--- src/elap_pkg.sv ---
// Shared types and constants of the 3x3 Laplacian edge filter.
package elap_pkg;

  localparam int MaxWidth    = 1024;
  localparam int HeightLimit = 4096;
  localparam int ColW        = $clog2(MaxWidth);
  localparam int RowW        = $clog2(HeightLimit);
  localparam int PendW       = ColW + 1;
  localparam int WidthRegW   = 11;
  localparam int HeightRegW  = 13;
  localparam int ChanW       = 8;
  localparam int ClampTop    = 255;

  // item kinds carried on tuser
  localparam logic ACT_PIXEL = 1'b0;
  localparam logic ACT_FLUSH = 1'b1;

  // register indexes (byte address 4*index)
  localparam logic REG_WIDTH  = 1'b0;
  localparam logic REG_HEIGHT = 1'b1;

  typedef struct packed {
    logic [ChanW-1:0] blue;
    logic [ChanW-1:0] green;
    logic [ChanW-1:0] red;
  } pixel_t;

  typedef struct packed {
    logic            is_pix;
    logic            emit;
    logic            zero;
    logic            last;
    logic [ColW-1:0] col;
  } item_ctrl_t;

  typedef struct packed {
    logic [WidthRegW-1:0]  width;
    logic [HeightRegW-1:0] height;
    logic                  clear;
  } frame_cfg_t;

endpackage

--- src/elap_seq.sv ---
// Position tracking: input column, output raster position and pending count.
module elap_seq (
  input  logic                   clk_i,
  input  logic                   rst_ni,
  input  elap_pkg::frame_cfg_t   cfg_i,
  input  logic                   accept_i,
  input  logic                   action_i,
  output elap_pkg::item_ctrl_t   ctrl_o
);
  import elap_pkg::*;

  logic [WidthRegW-1:0]  w_eff;
  logic [HeightRegW-1:0] h_eff;
  logic [ColW-1:0]       wm1;
  logic [RowW-1:0]       hm1;
  logic [ColW-1:0]       col;
  logic                  is_pix;
  logic                  emit;
  logic                  border;
  logic                  last;

  logic [ColW-1:0]  col_q, col_d;
  logic [ColW-1:0]  ox_q, ox_d;
  logic [RowW-1:0]  oy_q, oy_d;
  logic [PendW-1:0] pend_q, pend_d;

  always_comb begin
    if (cfg_i.width == '0) begin
      w_eff = WidthRegW'(1);
    end else if (cfg_i.width > WidthRegW'(MaxWidth)) begin
      w_eff = WidthRegW'(MaxWidth);
    end else begin
      w_eff = cfg_i.width;
    end
    if (cfg_i.height == '0) begin
      h_eff = HeightRegW'(1);
    end else if (cfg_i.height > HeightRegW'(HeightLimit)) begin
      h_eff = HeightRegW'(HeightLimit);
    end else begin
      h_eff = cfg_i.height;
    end
    // wraps correctly at the maximum (low bits zero minus one)
    wm1 = w_eff[ColW-1:0] - ColW'(1);
    hm1 = h_eff[RowW-1:0] - RowW'(1);

    col    = (col_q > wm1) ? '0 : col_q;
    is_pix = (action_i == ACT_PIXEL);
    emit   = is_pix ? (pend_q > PendW'(w_eff)) : (pend_q != '0);
    border = (ox_q == '0) || (oy_q == '0) || (ox_q == wm1) || (oy_q == hm1);
    last   = (ox_q == wm1) && (oy_q == hm1);

    ctrl_o.is_pix = is_pix;
    ctrl_o.emit   = emit;
    ctrl_o.zero   = !is_pix || border;
    ctrl_o.last   = last;
    ctrl_o.col    = col;

    col_d  = col_q;
    ox_d   = ox_q;
    oy_d   = oy_q;
    pend_d = pend_q;
    if (cfg_i.clear) begin
      col_d  = '0;
      ox_d   = '0;
      oy_d   = '0;
      pend_d = '0;
    end else if (accept_i) begin
      if (is_pix) begin
        col_d = (col == wm1) ? '0 : col + ColW'(1);
        if (!emit) begin
          pend_d = pend_q + PendW'(1);
        end
      end else if (emit) begin
        pend_d = pend_q - PendW'(1);
      end
      if (emit) begin
        if (ox_q >= wm1) begin
          ox_d = '0;
          oy_d = (oy_q >= hm1) ? '0 : oy_q + RowW'(1);
        end else begin
          ox_d = ox_q + ColW'(1);
        end
      end
    end
  end

  always_ff @(posedge clk_i or negedge rst_ni) begin
    if (!rst_ni) begin
      col_q  <= '0;
      ox_q   <= '0;
      oy_q   <= '0;
      pend_q <= '0;
    end else begin
      col_q  <= col_d;
      ox_q   <= ox_d;
      oy_q   <= oy_d;
      pend_q <= pend_d;
    end
  end

endmodule

--- config.mk ---
export PLATFORM = sky130hd
export DESIGN_NAME = elap_seq
export DESIGN_NICKNAME = d
export VERILOG_FILES = /design/src/elap_pkg.sv /design/src/elap_seq.sv
export SDC_FILE = /design/constraint.sdc
export NUM_CORES = 1
export LEC_CHECK = 0
export ABC_AREA = 1
export ABC_CLOCK_PERIOD_IN_PS = 9110
export BUFFER_PORTS_ARGS = -buffer_cell sky130_fd_sc_hd__clkbuf_2
export CORE_MARGIN = 2
export CORE_UTILIZATION = 45
export DETAILED_ROUTE_END_ITERATION = 6
export GPL_TIMING_DRIVEN = 0
export MAX_ROUTING_LAYER = met4
export PLACE_DENSITY_LB_ADDON = 0.08
export RECOVER_POWER = 50
export SYNTH_ARGS = -nofsm -noshare
export SYNTH_HDL_FRONTEND = slang
export SYNTH_SLANG_ARGS = --single-unit
--- constraint.sdc ---
create_clock -name clk_i -period 9.11 [get_ports clk_i]
set_input_delay 1.822 -clock clk_i [delete_from_list [all_inputs] [get_ports clk_i]]
set_output_delay 1.822 -clock clk_i [all_outputs]
set_load 0.05 [all_outputs]
==> impl_metrics.env <==
export IMPL_outcome="finished, violations left"
export IMPL_violations="max-capacitance violations, max-slew violations"
export IMPL_grt_pass1_vias=4287
export IMPL_n_fill_cell=988
export IMPL_fin_cells=841
export IMPL_hold_class="reg2reg"
export IMPL_vias=4308
export IMPL_wl_met1_mm=5.42
export IMPL_syn_to_final_growth_pct=10.2
export IMPL_cp_slowest_cell="o21ai_0"
export IMPL_p_comb_frac=0.511
export IMPL_max_clock_freq_ghz=0.132
export IMPL_cts_buffers=5
export IMPL_overflow=0
export IMPL_arrival_ns=5.73
export IMPL_timing_reg2reg_setup_slack_ns=6.04
export IMPL_floorplan_rows=36
export IMPL_cts_max_level=2
export IMPL_swShare=0.457
export IMPL_power_internal_mw=0.485
export IMPL_power_share_clock=0.173
export IMPL_dp_hpwl_mm=8.91
export IMPL_tns_ns=0
export IMPL_drtIter0Drc=180
export IMPL_grt_max_degree=44
export IMPL_gp_congestion=0.880
export IMPL_antenna_found_initial=0
export IMPL_netlist_instances=660
export IMPL_route_met2_wl_mm=5.26
export IMPL_port_buffers=41
export IMPL_syn_area_um2=4520
export IMPL_drv_slew=44
export IMPL_crit_path_start_kind="input pin"
export IMPL_post_route_drc_count=0
export IMPL_topRoutingLayerUsed="met4"
export IMPL_synthArstFlopShare=1.00
export IMPL_final_util=0.510
export IMPL_post_synth_top_area_fraction=0.238
export IMPL_synth_most_common_cell="nand2_1"
export IMPL_synth_area_leaders="dfrtp_1, ha_1, nand2_1"
export IMPL_start_util=0.463
export IMPL_end_kind="primary output"
export IMPL_required_ns=7.29
export IMPL_synth_nets=743
export IMPL_dr_wl_met3_um=246
export IMPL_cts_sinks=43
export IMPL_synth_seq_cells=43
export IMPL_power_switching_mw=0.409
export IMPL_tightest_slew_ns=2.40
export IMPL_cap_viol_max_count=1
export IMPL_clk_path_buf_depth=2
export IMPL_routed_wl_mm=11.1
export IMPL_ir_worst_vdd_uv=131
export IMPL_ys_seq_area_frac=0.238
export IMPL_cts_hold_buf=0
export IMPL_n_antenna_cell=0
export IMPL_path_common_cell="nand2_1"
export IMPL_place_inst=834
export IMPL_root_buffer="clkbuf_8"
export IMPL_die_h_um=104
export IMPL_avgRoutedWirePerCell_um=13.1
export IMPL_path_max_fanout=10
export IMPL_insertion_delay_ns=0.31
export IMPL_hold_violations=0
export IMPL_cts_setup_buffers=0
export IMPL_relSlewSlack=-0.597
export IMPL_min_period_ns=7.55
export IMPL_ios=43
export IMPL_routed_via_density=5.12
export IMPL_syn_avg_cell_area_um2=6.85
export IMPL_antenna_left=0
export IMPL_setup_ws_ns=1.56
export IMPL_synth_edf_count=0
export IMPL_grtUsageTotal=0.220
export IMPL_seqPwrFrac=0.316
export IMPL_placeableCoreArea_um2=9770
export IMPL_layout_drive_gt1_share=0.127
export IMPL_power_leakage_nw=2.63
export IMPL_die_x_um=104
export IMPL_cpPeakStageDelay_ns=0.61
export IMPL_finClkSkew_ns=0.0133
export IMPL_drt_pass1_iterations=4
export IMPL_p_per_area_nw_per_um2=180
export IMPL_final_nets=791
export IMPL_power_mw=0.895
export IMPL_place_ws_ns=2.08
export IMPL_die_area_um2=10900
export IMPL_synth_top_cell_by_area="dfrtp_1"
export IMPL_ys_flop_type="dfrtp_1"
export IMPL_setup_viol=0
export IMPL_rsz0062_at_grt="no"
export IMPL_tritoncts="done"
export IMPL_crit_buf_inv=4
export IMPL_critical_path_class="in2out"
export IMPL_cts_clk_slew_worst_paths_ns=0.09
export IMPL_yosysUniqueCellTypes=49
export IMPL_final_period_utilization=0.829
export IMPL_grt_pass1_wl_mm=19.4
export IMPL_cts_resized=0
export IMPL_ys_warn_count=0
export IMPL_synthTopCellsByCount="nand2_1, inv_1, nand3_1, nor2_1, ha_1"
export IMPL_path_delay_family="simple AND/OR/NAND/NOR gates"
==> worst register-to-register path: cells and delay by family (launching register included) <==
kind / cells / cell delay (ns)
AO/OA/AOI/OAI: 1 / 0.06
adder cells (fa/ha/maj): 2 / 0.58
buffers and inverters: 4 / 0.33
flip-flops: 1 / 0.49
AND/OR/NAND/NOR: 18 / 1.49
==> layout make-up <==
type                    instances  area [µm²]  share of cell area
clock buffers                   5        68.8              0.0138
inverters                      86         325              0.0653
repair buffers                 41         203              0.0407
multi-input cells             518        3020               0.607
flip-flops and latches         43        1080               0.216
well taps                     133         166              0.0334
plain buffers                  13        83.8              0.0168
clock inverters                 2        37.5             0.00753
==> through the flow <==
step,hold WS (ns),area [µm²]
2_1_floorplan,0.494,4520
3_3_place_gp,0.554,4890
3_5_place_dp,0.579,4890
4_1_cts,0.600,5000
5_1_grt,0.632,4980
6_report,0.597,4980
==> cells in the final DEF, fill, tap and decap left out, types with 2 or more instances in the layout <==
cell | netlist | routed
clkinv_1 | 3 | 3
o2111ai_1 | 2 | 2
inv_1 | 77 | 77
clkbuf_2 | 0 | 39
buf_4 | 5 | 5
nand3b_1 | 3 | 3
nor2_2 | 4 | 4
nor2_1 | 60 | 60
clkbuf_1 | 5 | 7
inv_2 | 5 | 5
clkbuf_8 | 0 | 5
a31oi_1 | 3 | 3
a21oi_2 | 4 | 4
o21ai_0 | 27 | 28
nand2_1 | 152 | 153
xnor2_1 | 6 | 6
nand3_1 | 67 | 67
nand2_2 | 13 | 12
buf_6 | 2 | 2
nor4_1 | 10 | 10
and3_1 | 2 | 2
dfrtp_1 | 43 | 43
nand4_1 | 12 | 12
a21oi_1 | 34 | 34
o21ai_1 | 6 | 6
xor2_1 | 23 | 23
o211ai_1 | 3 | 3
or2_2 | 2 | 2
o21bai_1 | 3 | 3
nor3_1 | 9 | 9
ha_1 | 53 | 53
nor3b_1 | 3 | 3
==> registers in the layout, indices dropped and copies added (netlist names) <==
name	flops
oy_q	12
pend_q	11
ox_q	10
col_q	10
==> kinds of logic (layout without fill, tap and decap cells) <==
group                    after synthesis  count (layout)  synth area share
buffers and inverters                 99             147            0.0905
flip-flops                            43              43             0.238
adder cells (fa/ha/maj)               54              54             0.151
XOR/XNOR                              29              29            0.0562
AO/OA/AOI/OAI                         90              90             0.117
AND/OR/NAND/NOR                      345             345             0.347
==> metal layers <==
layer,vias to the layer above,GRT usage
met5,-,-
met4,0,0.0598
met3,8,0.0276
met2,58,0.375
met1,1944,0.276
li1,2298,-
==> power by group through the flow <==
stage / clock network (mW) / logic (mW) / registers, mW
floorplan: 0 / 0.362 / 0.269
global placement: 0 / 0.445 / 0.285
detailed placement: 0 / 0.461 / 0.286
CTS: 0.159 / 0.462 / 0.283
global route: 0.165 / 0.532 / 0.289
finish: 0.155 / 0.457 / 0.283
==> final timing paths <==
check,start,cells past startpoint,endpoint
max,cfg_i[14],27,ctrl_o[9]
min,pend_q[7]$_DFFE_PN0P_,2,pend_q[7]$_DFFE_PN0P_
max reg2reg,col_q[3]$_DFFE_PN0P_,25,col_q[8]$_DFFE_PN0P_
min reg2reg,pend_q[7]$_DFFE_PN0P_,2,pend_q[7]$_DFFE_PN0P_
max in group asynchronous,rst_ni,1,ox_q[5]$_DFFE_PN0P_
min in group asynchronous,rst_ni,1,col_q[3]$_DFFE_PN0P_
No activity file was read; power rests on OpenSTA's default activity.
