<file path="src/elap_pkg.sv">
// Shared types and constants of the 3x3 Laplacian edge filter.
package elap_pkg;

  localparam int MaxWidth    = 1024;
  localparam int HeightLimit = 4096;
  localparam int ColW        = $clog2(MaxWidth);
  localparam int RowW        = $clog2(HeightLimit);
  localparam int PendW       = ColW + 1;
  localparam int WidthRegW   = 11;
  localparam int HeightRegW  = 13;
  localparam int ChanW       = 8;
  localparam int ClampTop    = 255;

  // item kinds carried on tuser
  localparam logic ACT_PIXEL = 1'b0;
  localparam logic ACT_FLUSH = 1'b1;

  // register indexes (byte address 4*index)
  localparam logic REG_WIDTH  = 1'b0;
  localparam logic REG_HEIGHT = 1'b1;

  typedef struct packed {
    logic [ChanW-1:0] blue;
    logic [ChanW-1:0] green;
    logic [ChanW-1:0] red;
  } pixel_t;

  typedef struct packed {
    logic            is_pix;
    logic            emit;
    logic            zero;
    logic            last;
    logic [ColW-1:0] col;
  } item_ctrl_t;

  typedef struct packed {
    logic [WidthRegW-1:0]  width;
    logic [HeightRegW-1:0] height;
    logic                  clear;
  } frame_cfg_t;

endpackage

</file>
<file path="src/elap_filter.sv">
// 3x3 window registers and the per-channel clamped Laplacian.
module elap_filter (
  input  logic             clk_i,
  input  logic             rst_ni,
  input  logic             load_i,
  input  elap_pkg::pixel_t top_i,
  input  elap_pkg::pixel_t mid_i,
  input  elap_pkg::pixel_t pix_i,
  output elap_pkg::pixel_t lap_o
);
  import elap_pkg::*;

  pixel_t win_q [9];
  pixel_t win_d [9];
  logic [8:0][ChanW-1:0] red_v, green_v, blue_v;

  function automatic logic [ChanW-1:0] lap_chan(input logic [8:0][ChanW-1:0] v);
    logic [ChanW+2:0]        sum;
    logic signed [ChanW+4:0] diff;
    sum = '0;
    for (int k = 0; k < 9; k++) begin
      if (k != 4) begin
        sum = sum + (ChanW+3)'(v[k]);
      end
    end
    diff = $signed({2'b00, v[4], 3'b000}) - $signed({2'b00, sum});
    if (diff < 0) begin
      return '0;
    end else if (diff > $signed((ChanW+5)'(ClampTop))) begin
      return ChanW'(ClampTop);
    end else begin
      return diff[ChanW-1:0];
    end
  endfunction

  always_comb begin
    for (int r = 0; r < 3; r++) begin
      win_d[r*3+0] = win_q[r*3+1];
      win_d[r*3+1] = win_q[r*3+2];
    end
    win_d[2] = top_i;
    win_d[5] = mid_i;
    win_d[8] = pix_i;
    for (int k = 0; k < 9; k++) begin
      red_v[k]   = win_q[k].red;
      green_v[k] = win_q[k].green;
      blue_v[k]  = win_q[k].blue;
    end
    lap_o.red   = lap_chan(red_v);
    lap_o.green = lap_chan(green_v);
    lap_o.blue  = lap_chan(blue_v);
  end

  always_ff @(posedge clk_i or negedge rst_ni) begin
    if (!rst_ni) begin
      for (int k = 0; k < 9; k++) begin
        win_q[k] <= '0;
      end
    end else if (load_i) begin
      for (int k = 0; k < 9; k++) begin
        win_q[k] <= win_d[k];
      end
    end
  end

endmodule
</file>
<file path="config.mk">
export PLATFORM = sky130hd
export DESIGN_NAME = elap_filter
export DESIGN_NICKNAME = d
export VERILOG_FILES = /design/src/elap_pkg.sv /design/src/elap_filter.sv
export SDC_FILE = /design/constraint.sdc
export NUM_CORES = 1
export LEC_CHECK = 0
export BUFFER_PORTS_ARGS = -buffer_cell sky130_fd_sc_hd__buf_2
export CAP_MARGIN = 20
export CELL_PAD_IN_SITES_DETAIL_PLACEMENT = 0
export CELL_PAD_IN_SITES_GLOBAL_PLACEMENT = 1
export CORE_ASPECT_RATIO = 0.5
export CORE_MARGIN = 5
export CORE_UTILIZATION = 48
export DETAILED_ROUTE_END_ITERATION = 10
export PLACE_DENSITY_LB_ADDON = 0.1
export SLEW_MARGIN = 5
export SYNTH_ARGS = -nofsm -noshare
export SYNTH_HDL_FRONTEND = slang
export SYNTH_SLANG_ARGS = --single-unit
</file>
<file path="constraint.sdc">
create_clock -name clk_i -period 12.1 [get_ports clk_i]
set_input_delay 2.42 -clock clk_i [delete_from_list [all_inputs] [get_ports clk_i]]
set_output_delay 2.42 -clock clk_i [all_outputs]
set_load 0.01 [all_outputs]
</file>
==> summary.md, run 1 <==
| Metric | Value |
|---|---|
| Hold_buf cts | 0 |
| Synth warnings | 0 |
| Max-slew violation count | 0 |
| Slew headroom | 0.3510 |
| Pin count of the biggest net entering global routing | ~160 |
| Critical Path Sink | lap_o[18] |
| CTS Buffer Depth | 3 |
| Reg-to-Reg End | green_v[32] |
| Status | completed |
| Count leader, synth | inv_1 |
| Crit end category | output port |
| H-Tree Depth | 1 |
| RSZ-0062 raised after global routing | no |
| Async set or reset register ratio after synthesis | 1.000 |
| Final critical-path required period | around 7.5 ns |
| Non-Filler Instances | about 1,900 |
| Synth unique cells | 51 |
| Final nets | between 1,500 and 2,000 |
| Fin Setup TNS | 0 ns |
| Initial Util | 0.4855 |
| MaxCap Viol Count | 0 |
| Global-route wire length before repair | between 40,000 and 50,000 um |
| Initial DRC count | about 450 |
| Critical path, cell by cell | fa_1, fa_1, inv_1, fa_1, inv_1, fa_1, inv_1, ha_1, a21oi_1, o21ai_2, a21oi_1, o21ai_1, xor2_1, nor4_4, a31oi_1, buf_2 |
| Root Buffer | clkbuf_16 |
| Final setup margin | about 4.6 ns |
| Data required, critical path | 9.68 ns |
| Post-synth EDFFs | 0 |
| Netlist Area Pre-Place | between 10,000 and 15,000 um^2 |
| Setup bufs post-CTS | 0 |
| Layout area overhead | 11.77% |
| PortBufs | approximately 100 |
| Synth area leader | dfrtp_1 |
| Max Freq | about 130 MHz |
| Global Route Usage Sum | 0.1696 |
| Post-DP HPWL | between 15,000 and 20,000 um |
| Initial antenna violation count | 0 |
| Router iterations before antenna repair | 5 |
| Worst Clk Skew | slightly below 0.008 ns |
| Row count | 44 |
| Synthesized flop and latch total | roughly 220 |
| Arr. time, crit path | slightly above 5 ns |
| CP dominant cell by count | fa_1 |
| Chip height | 131.0 um |
| Skew-Pair Late Insertion Delay | 0.51 ns |
| Crit path buf inv count | 4 |
| Gate family responsible for the most delay along the worst path | adder cells |
| Inserted Diodes | 0 |
| Slew @ Worst Pin | between 0.9 and 1 ns |
| Die Area | between 30,000 and 40,000 um^2 |
| Core area | about 29,000 um^2 |
| Top cell type's share of synthesized area | 0.3845 |
| Most instantiated cells after synthesis | 333 x inv_1, 216 x dfrtp_1, 166 x nand2_1 |
| Worst-path fanout max | 8 |
| Post-Syn Nets | between 1,500 and 2,000 |
| Worst Setup Start Kind | flip-flop |
| Avg Inst Size Synth | ~10 um^2 |
| Worst hold path type | reg -> reg |
| CP max stage cell | fa_1 |
| Worst reg2reg path startpoint | green_v[32] |
| DR WL/cell | between 10 and 15 um |
| Post-Synthesis Cells | 1,366 |
| Routed vias/inst | around 4.8 |
| Via count | ~8,800 |
| Post-CTS Resized | 0 |
| Crit Path Class | reg -> out |
| Worst-case reg-to-reg path depth | 2 |
| TritonCTS clock tree | built |
| Setup crit start | blue_v[3] |
| GPL Wtd Cong | ~0.80 |
| TritonCTS Buffers | 22 |
| Fin. Hold Viols | 0 |
| Final wirelength | 26,180 um |
| Dpl ws | a little over 5 ns |
| Clock sink count | around 220 |
| R2r setup slk | about 11 ns |
| Routed Antenna Nets | 0 |
| Chip width | ~250 um |
| Final setup violation count | 0 |
| Worst hold slack | around 0.48 ns |
| Slowest stage delay, CP | 0.59 ns |
| Cell count after placement | ~1,800 |
| Total gr overflow | 0 |
| Vias in the first global route | 9,220 |
| I/O pin count | 99 |
| CP Depth | 16 |
| Sequential fraction of the synthesis area | 0.3845 |
| Layout cells sized above 1 | 0.1568 |
| Reg clk slew, reported paths | ~0.06 ns |
| Synth top area cells | dfrtp_1 38%, fa_1 23%, inv_1 8.9% |
| Post-synth top flop | dfrtp_1 |
| Drc violations | 0 |
| Period utilization | 0.6173 |
final cells by class:
class	instances	area, um^2
fillers	2716	13240
multi-input cells	776	7248
flip-flops and latches	216	5405
inverters	333	1250
clock buffers	31	655.6
repair buffers	102	560.5
well taps	391	489.2
clock inverters	9	105.1
how the worst min path moves through the flow:
stage	startpoint	end	slack [ns]	cells past startpoint
global placement	green_v[63]	green_v[55]	0.46	2
CTS	red_v[64]	red_v[56]	0.48	2
finish	red_v[60]	red_v[52]	0.48	2
detailed placement	green_v[23]	green_v[15]	0.46	2
global route	green_v[71]	green_v[63]	0.50	2
floorplan	blue_v[18]	blue_v[10]	0.45	2
per-layer routing:
layer / track usage / wire length [um]
met3: 0.02967 / 806
met5: 0 / 0
met1: 0.2584 / 13430
met2: 0.2627 / 11590
met4: 0.02710 / 350
sequential cells by signal (all words and copies together), names as in the netlist:
signal	flops
blue_v	72
red_v	72
green_v	72
through the flow:
| step | utilization | instance area (um^2) |
|---|---|---|
| floorplan | - | 14060 |
| global placement | 0.5154 | 14930 |
| detailed placement | 0.5164 | 14950 |
| CTS | 0.5426 | 15710 |
| global route | 0.5426 | 15710 |
| finish | 0.5426 | 15710 |
placed cells by master (no fill, tap or decap), types with 15 or more instances in the layout:
cell / count
mux2_2: 67
nor2_1: 19
ha_1: 57
clkbuf_16: 23
dfrtp_1: 216
nand2_1: 166
a21oi_1: 33
o21ai_0: 159
xnor2_1: 15
fa_1: 159
inv_1: 333
buf_2: 96
worst register-to-register path: stages (launching register included):
cell,delay (ns)
dfrtp_1,0.57
inv_1,0.13
o21ai_0,0.17
logic make-up (layout without fill, tap and decap cells):
kind of cell	after synthesis	in the layout	synth area share
compound gates	255	255	0.1031
xor+xnor	28	28	0.01798
fa+ha+maj	216	216	0.2771
buf+inv	374	475	0.09995
flops	216	216	0.3845
mux	68	68	0.05438
simple gates	209	209	0.06301
Power of run 1 is not shown: default switching activity piles up to over one toggle a cycle in this logic, so the estimate is an artifact.
==> inputs of run 2 (changes only) <==
==> constraint.sdc (replaced) <==
create_clock -name clk_i -period 6.9 [get_ports clk_i]
set_input_delay 1.38 -clock clk_i [delete_from_list [all_inputs] [get_ports clk_i]]
set_output_delay 1.38 -clock clk_i [all_outputs]
set_load 0.01 [all_outputs]
==> summary.md, run 2 (synthesis gave the netlist of run 1 again) <==
| Metric | Value |
|---|---|
| Final nets | 1,743 (+0.057%) |
| Crit end category | output port |
| Max Freq | between 150 and 200 MHz |
| Total gr overflow | 0 (unchanged) |
| Worst hold path type | reg -> reg |
| Layout area overhead | 11.34% |
| Via count | 8,851 (+0.25%) |
| Final wirelength | 26,600 um (+1.6%) |
| MaxCap Viol Count | 0 (unchanged) |
| Initial DRC count | 492 (+11%) |
| Row count | 44 (unchanged) |
| I/O pin count | 99 (unchanged) |
| Hold_buf cts | 0 (unchanged) |
| Setup bufs post-CTS | 0 (unchanged) |
| Global Route Usage Sum | 0.1730 (+0.003458) |
| Initial antenna violation count | 0 (unchanged) |
| Arr. time, crit path | 5.04 ns (about the same) |
| TritonCTS Buffers | 22 (unchanged) |
| Cell count after placement | 1,819 (+0.055%) |
| Worst Clk Skew | 0.005570 ns (-0.002268 ns) |
| Crit Path Class | reg -> out |
| Core area | 28,960 um^2 (unchanged) |
| PortBufs | 98 (unchanged) |
| Chip width | 252.0 um (unchanged) |
| DR WL/cell | 14.32 um (+1.7%) |
| Final critical-path required period | 6.416 ns |
| Status | completed |
| Initial Util | 0.4855 (unchanged) |
| Inserted Diodes | 0 (unchanged) |
| Data required, critical path | 5.52 ns (-4.16 ns) |
| Commonest cells after routing, fill and taps aside | 333 x inv_1, 216 x dfrtp_1, 166 x nand2_1, 159 x o21ai_0, 159 x fa_1 |
| Die Area | 33,020 um^2 (unchanged) |
| Max-slew violation count | 0 (unchanged) |
| CTS Buffer Depth | 3 (unchanged) |
| RSZ-0062 raised after global routing | no |
| Post-DP HPWL | 20,260 um (+1.7%) |
| R2r setup slk | 5.94 ns (-5.20 ns) |
| Clock sink count | 216 (unchanged) |
| Skew-Pair Late Insertion Delay | 0.51 ns (about the same) |
| Reg clk slew, reported paths | 0.06 ns (about the same) |
| Post-Route Utilization | 0.5405 (-0.002117) |
| Worst hold slack | 0.4760 ns (+0.0009220 ns) |
| Fin. Hold Viols | 0 (unchanged) |
| Period utilization | 0.9299 |
| Vias in the first global route | 9,385 (+1.8%) |
| Global-route wire length before repair | 46,860 um (+2.2%) |
| H-Tree Depth | 1 (unchanged) |
| Routed vias/inst | 4.766 (+0.30%) |
| Drc violations | 0 (unchanged) |
| Slew headroom | 0.3013 (-0.04973) |
| Post-CTS Resized | 0 (unchanged) |
| Chip height | 131.0 um (unchanged) |
| Slew @ Worst Pin | 1.048 ns (+0.07459 ns) |
| TritonCTS clock tree | built |
| Router iterations before antenna repair | 4 (-1) |
| Routed Antenna Nets | 0 (unchanged) |
| Root Buffer | clkbuf_16 |
| Layout cells sized above 1 | 0.1576 (+0.0007891) |
| Pin count of the biggest net entering global routing | 182 (+14%) |
| Worst-path fanout max | 8 (unchanged) |
| Non-Filler Instances | 1,857 (-0.054%) |
| Fin Setup TNS | 0 ns (unchanged) |
| Final setup violation count | 0 (unchanged) |
| Worst Setup Start Kind | flip-flop |
| GPL Wtd Cong | 0.8214 (+2.1%) |
| Leading cell type in the layout, fill and taps excluded | inv_1 |
==> run 2: through the flow <==
step	cell area [um^2]	setup WS, ns
after global placement	14940	1.094
after CTS	15650	0.4265
after detailed placement	14940	1.012
after floorplan	14060	1.410
final	15650	0.4837
after global routing	15650	0.2115
==> run 2: routing by layer <==
layer  GRT usage  wire length [um]  share of wire
met5           0                 0              0
met4     0.02583               374          0.014
met3     0.02670               821          0.031
met2      0.2705             11840           0.44
met1      0.2649             13570           0.51
==> run 2: path summary, 6_finish.rpt <==
kind	from	end	cells past startpoint
setup / recovery	blue_v[42]	lap_o[19]	16
hold / removal	green_v[23]	green_v[15]	2
setup reg to reg	green_v[32]	green_v[32]	2
hold reg to reg	green_v[23]	green_v[15]	2
max in group asynchronous	rst_ni	green_v[56]	2
min in group asynchronous	rst_ni	green_v[47]	1
==> run 2: critical path, stage by stage (launching register included) <==
cell and delay (ns):
dfrtp_1 0.42, fa_1 0.55, inv_1 0.06, fa_1 0.55, fa_1 0.51, inv_1 0.05
fa_1 0.48, inv_1 0.05, ha_1 0.33, o21ai_0 0.18, a32oi_1 0.09, a41o_1 0.29
nor2_1 0.16, o21ai_1 0.09, a21oi_1 0.47, a31oi_1 0.08, buf_2 0.17
==> run 2: area by class of cell <==
class                           count  area (um^2)
Inverter                          333         1250
Timing Repair Buffer              103        548.0
Tap cell                          391        489.2
Clock buffer                       27        620.6
Clock inverter                     11        91.34
Sequential cell                   216         5405
Multi-Input combinational cell    776         7248
Fill cell                        2661        13310
Power of run 2 is left out for the same reason.
==> inputs of run 3 (changes only) <==
--- a/config.mk
+++ b/config.mk
@@ -13,6 +13,7 @@
 export CORE_MARGIN = 5
 export CORE_UTILIZATION = 48
 export DETAILED_ROUTE_END_ITERATION = 10
+export GPL_TIMING_DRIVEN = 0
 export PLACE_DENSITY_LB_ADDON = 0.1
 export SLEW_MARGIN = 5
 export SYNTH_ARGS = -nofsm -noshare
==> constraint.sdc (replaced) <==
create_clock -name clk_i -period 7.75 [get_ports clk_i]
set_input_delay 1.55 -clock clk_i [delete_from_list [all_inputs] [get_ports clk_i]]
set_output_delay 1.55 -clock clk_i [all_outputs]
set_load 0.01 [all_outputs]
==> summary.md, run 3 (synthesis gave the netlist of run 1 again) <==
| Metric | Value |
|---|---|
| Status | completed |
| Reg-to-Reg End | green_v[32] |
| Routed wl met3 | 1666 um (+100%) |
| Drc violations | 0 (unchanged) |
| Layout cells sized above 1 | 0.1532 (-0.004389) |
| DR WL/cell | 18.96 um (+32%) |
| Hold Crit Start | blue_v[46] |
| Crit end category | output port |
| TritonCTS clock tree | built |
| CTS Buffer Depth | 3 (unchanged) |
| Pin count of the biggest net entering global routing | 85 (-53%) |
| Reg clk slew, reported paths | 0.07 ns (about the same) |
| Worst Setup Start Kind | flip-flop |
| PortBufs | 97 (-1.0%) |
| Slowest stage delay, CP | 0.56 ns (about the same) |
| H-Tree Depth | 1 (unchanged) |
| Global Route Usage Sum | 0.2275 (+0.05451) |
| Setup bufs post-CTS | 0 (unchanged) |
| Global-route wire length before repair | 57,090 um (+22%) |
| Row count | 44 (unchanged) |
| Die Area | 33,020 um^2 (unchanged) |
| Final wirelength | 36,010 um (+35%) |
| Final critical-path required period | between 6 and 7 ns |
| RSZ-0062 raised after global routing | no |
| Initial antenna violation count | 1 (+1) |
| Crit Path Class | reg -> out |
| Max-slew violation count | 0 (unchanged) |
| Max Freq | about 150 MHz |
| Wl on met1 | 17,410 um (+28%) |
| Commonest cells after routing, fill and taps aside | 333 x inv_1, 216 x dfrtp_1, 166 x nand2_1, 159 x o21ai_0, 159 x fa_1 |
| Final nets | 1,783 (+2.3%) |
| Setup crit start | blue_v[42] |
| Total gr overflow | 0 (unchanged) |
| Vias in the first global route | 10,030 (+6.9%) |
| GPL Wtd Cong | 0.8782 (+6.9%) |
| Fin Setup TNS | 0 ns (unchanged) |
| Skew-Pair Late Insertion Delay | 0.53 ns (+0.02 ns) |
| Slew headroom | 0.2598 (-0.04142) |
| Worst Clk Skew | 0.02860 ns (+0.02303 ns) |
| Leading cell type in the layout, fill and taps excluded | inv_1 |
| Data required, critical path | 6.20 ns (+0.68 ns) |
| Routed vias/inst | 5.030 (+5.5%) |
| Top sig layer | met4 |
| Chip width | 252.0 um (unchanged) |
| Gate family responsible for the most delay along the worst path | adder cells |
| Met2 WL | 16,310 um (+38%) |
| Initial DRC count | 638 (+30%) |
| I/O pin count | 99 (unchanged) |
| Crit path buf inv count | 4 (unchanged) |
| Worst hold path type | reg -> reg |
| Critical path, cell by cell | fa_1, inv_1, fa_1, fa_1, inv_1, fa_1, inv_1, ha_1, o21ai_0, a32oi_1, a41o_1, nor2_1, o21ai_1, a21oi_1, a31oi_1, buf_2 |
| Arr. time, crit path | 5.16 ns (+0.12 ns) |
| Worst hold slack | 0.4715 ns (-0.004466 ns) |
| CP max stage cell | fa_1 |
| Via count | 9,552 (+7.9%) |
| Final setup violation count | 0 (unchanged) |
| Worst Hold Path EP | blue_v[38] |
| Hold_buf cts | 0 (unchanged) |
| Root Buffer | clkbuf_16 |
| MaxCap Viol Count | 0 (unchanged) |
| Post-CTS Resized | 0 (unchanged) |
| CP dominant cell by count | fa_1 |
| Period utilization | 0.8663 |
| Layout area overhead | 13.15% |
| Post-DP HPWL | 27,360 um (+35%) |
| Routed Antenna Nets | 0 (unchanged) |
| R2r setup slk | 6.79 ns (+0.85 ns) |
| Worst-path fanout max | 8 (unchanged) |
| Fin. Hold Viols | 0 (unchanged) |
| Worst-case reg-to-reg path depth | 2 (unchanged) |
| Core area | 28,960 um^2 (unchanged) |
| Clock sink count | 216 (unchanged) |
| CP Depth | 16 (unchanged) |
| Initial Util | 0.4855 (unchanged) |
| Inserted Diodes | 0 (unchanged) |
| Slew @ Worst Pin | 1.110 ns (+0.06214 ns) |
| Router iterations before antenna repair | 5 (+1) |
| Worst reg2reg path startpoint | green_v[32] |
| TritonCTS Buffers | 23 (+4.5%) |
| Hold Path Depth | 2 (unchanged) |
| Chip height | 131.0 um (unchanged) |
## run 3: changes by cell type in the layout (fill, tap and decap cells not counted)
cell / delta
buf_1: +9
buf_16: +2
buf_2: +1
buf_4: -5
buf_8: +1
bufinv_16: +2
clkbuf_1: +33
clkbuf_8: +1
clkinv_4: -1
clkinvlp_4: -2
inv_6: +1
## run 3: worst max path at each step
| stage | to | slack [ns] |
|---|---|---|
| floorplan | lap_o[0] | 2.09 |
| global placement | red_v[42] | 1.38 |
| detailed placement | lap_o[3] | 1.64 |
| CTS | lap_o[20] | 1.03 |
| global route | lap_o[18] | 0.72 |
| finish | lap_o[18] | 1.04 |
## run 3: area by class of cell
type                            count  area (um^2)
Fill cell                        2614        13050
Multi-Input combinational cell    776         7248
Sequential cell                   216         5405
Inverter                          333         1250
Clock buffer                       30        641.9
Timing Repair Buffer              101        580.6
Tap cell                          391        489.2
Buffer                             41        155.1
Clock inverter                     11        136.4
## run 3: worst register-to-register path: stages, from the launching register on
cell     delay [ns]
dfrtp_1        0.56
inv_1          0.13
o21ai_0        0.18
## run 3: layer usage
layer	GRT usage	up-vias
met1	0.3429	4870
li1	-	4441
met4	0.03954	0
met5	0	-
met2	0.3608	207
met3	0.03402	34
## run 3: metrics by stage
stage	util	cell area (um^2)	worst slack [ns]	instances
6_report	0.5493	15910	1.036	1899
2_1_floorplan	-	14060	2.090	1366
4_1_cts	0.5493	15910	1.028	1899
3_5_place_dp	0.5224	15130	1.636	1858
5_1_grt	0.5493	15910	0.7188	1899
3_3_place_gp	0.5191	15030	1.383	1854
Power of run 3 is left out for the same reason.
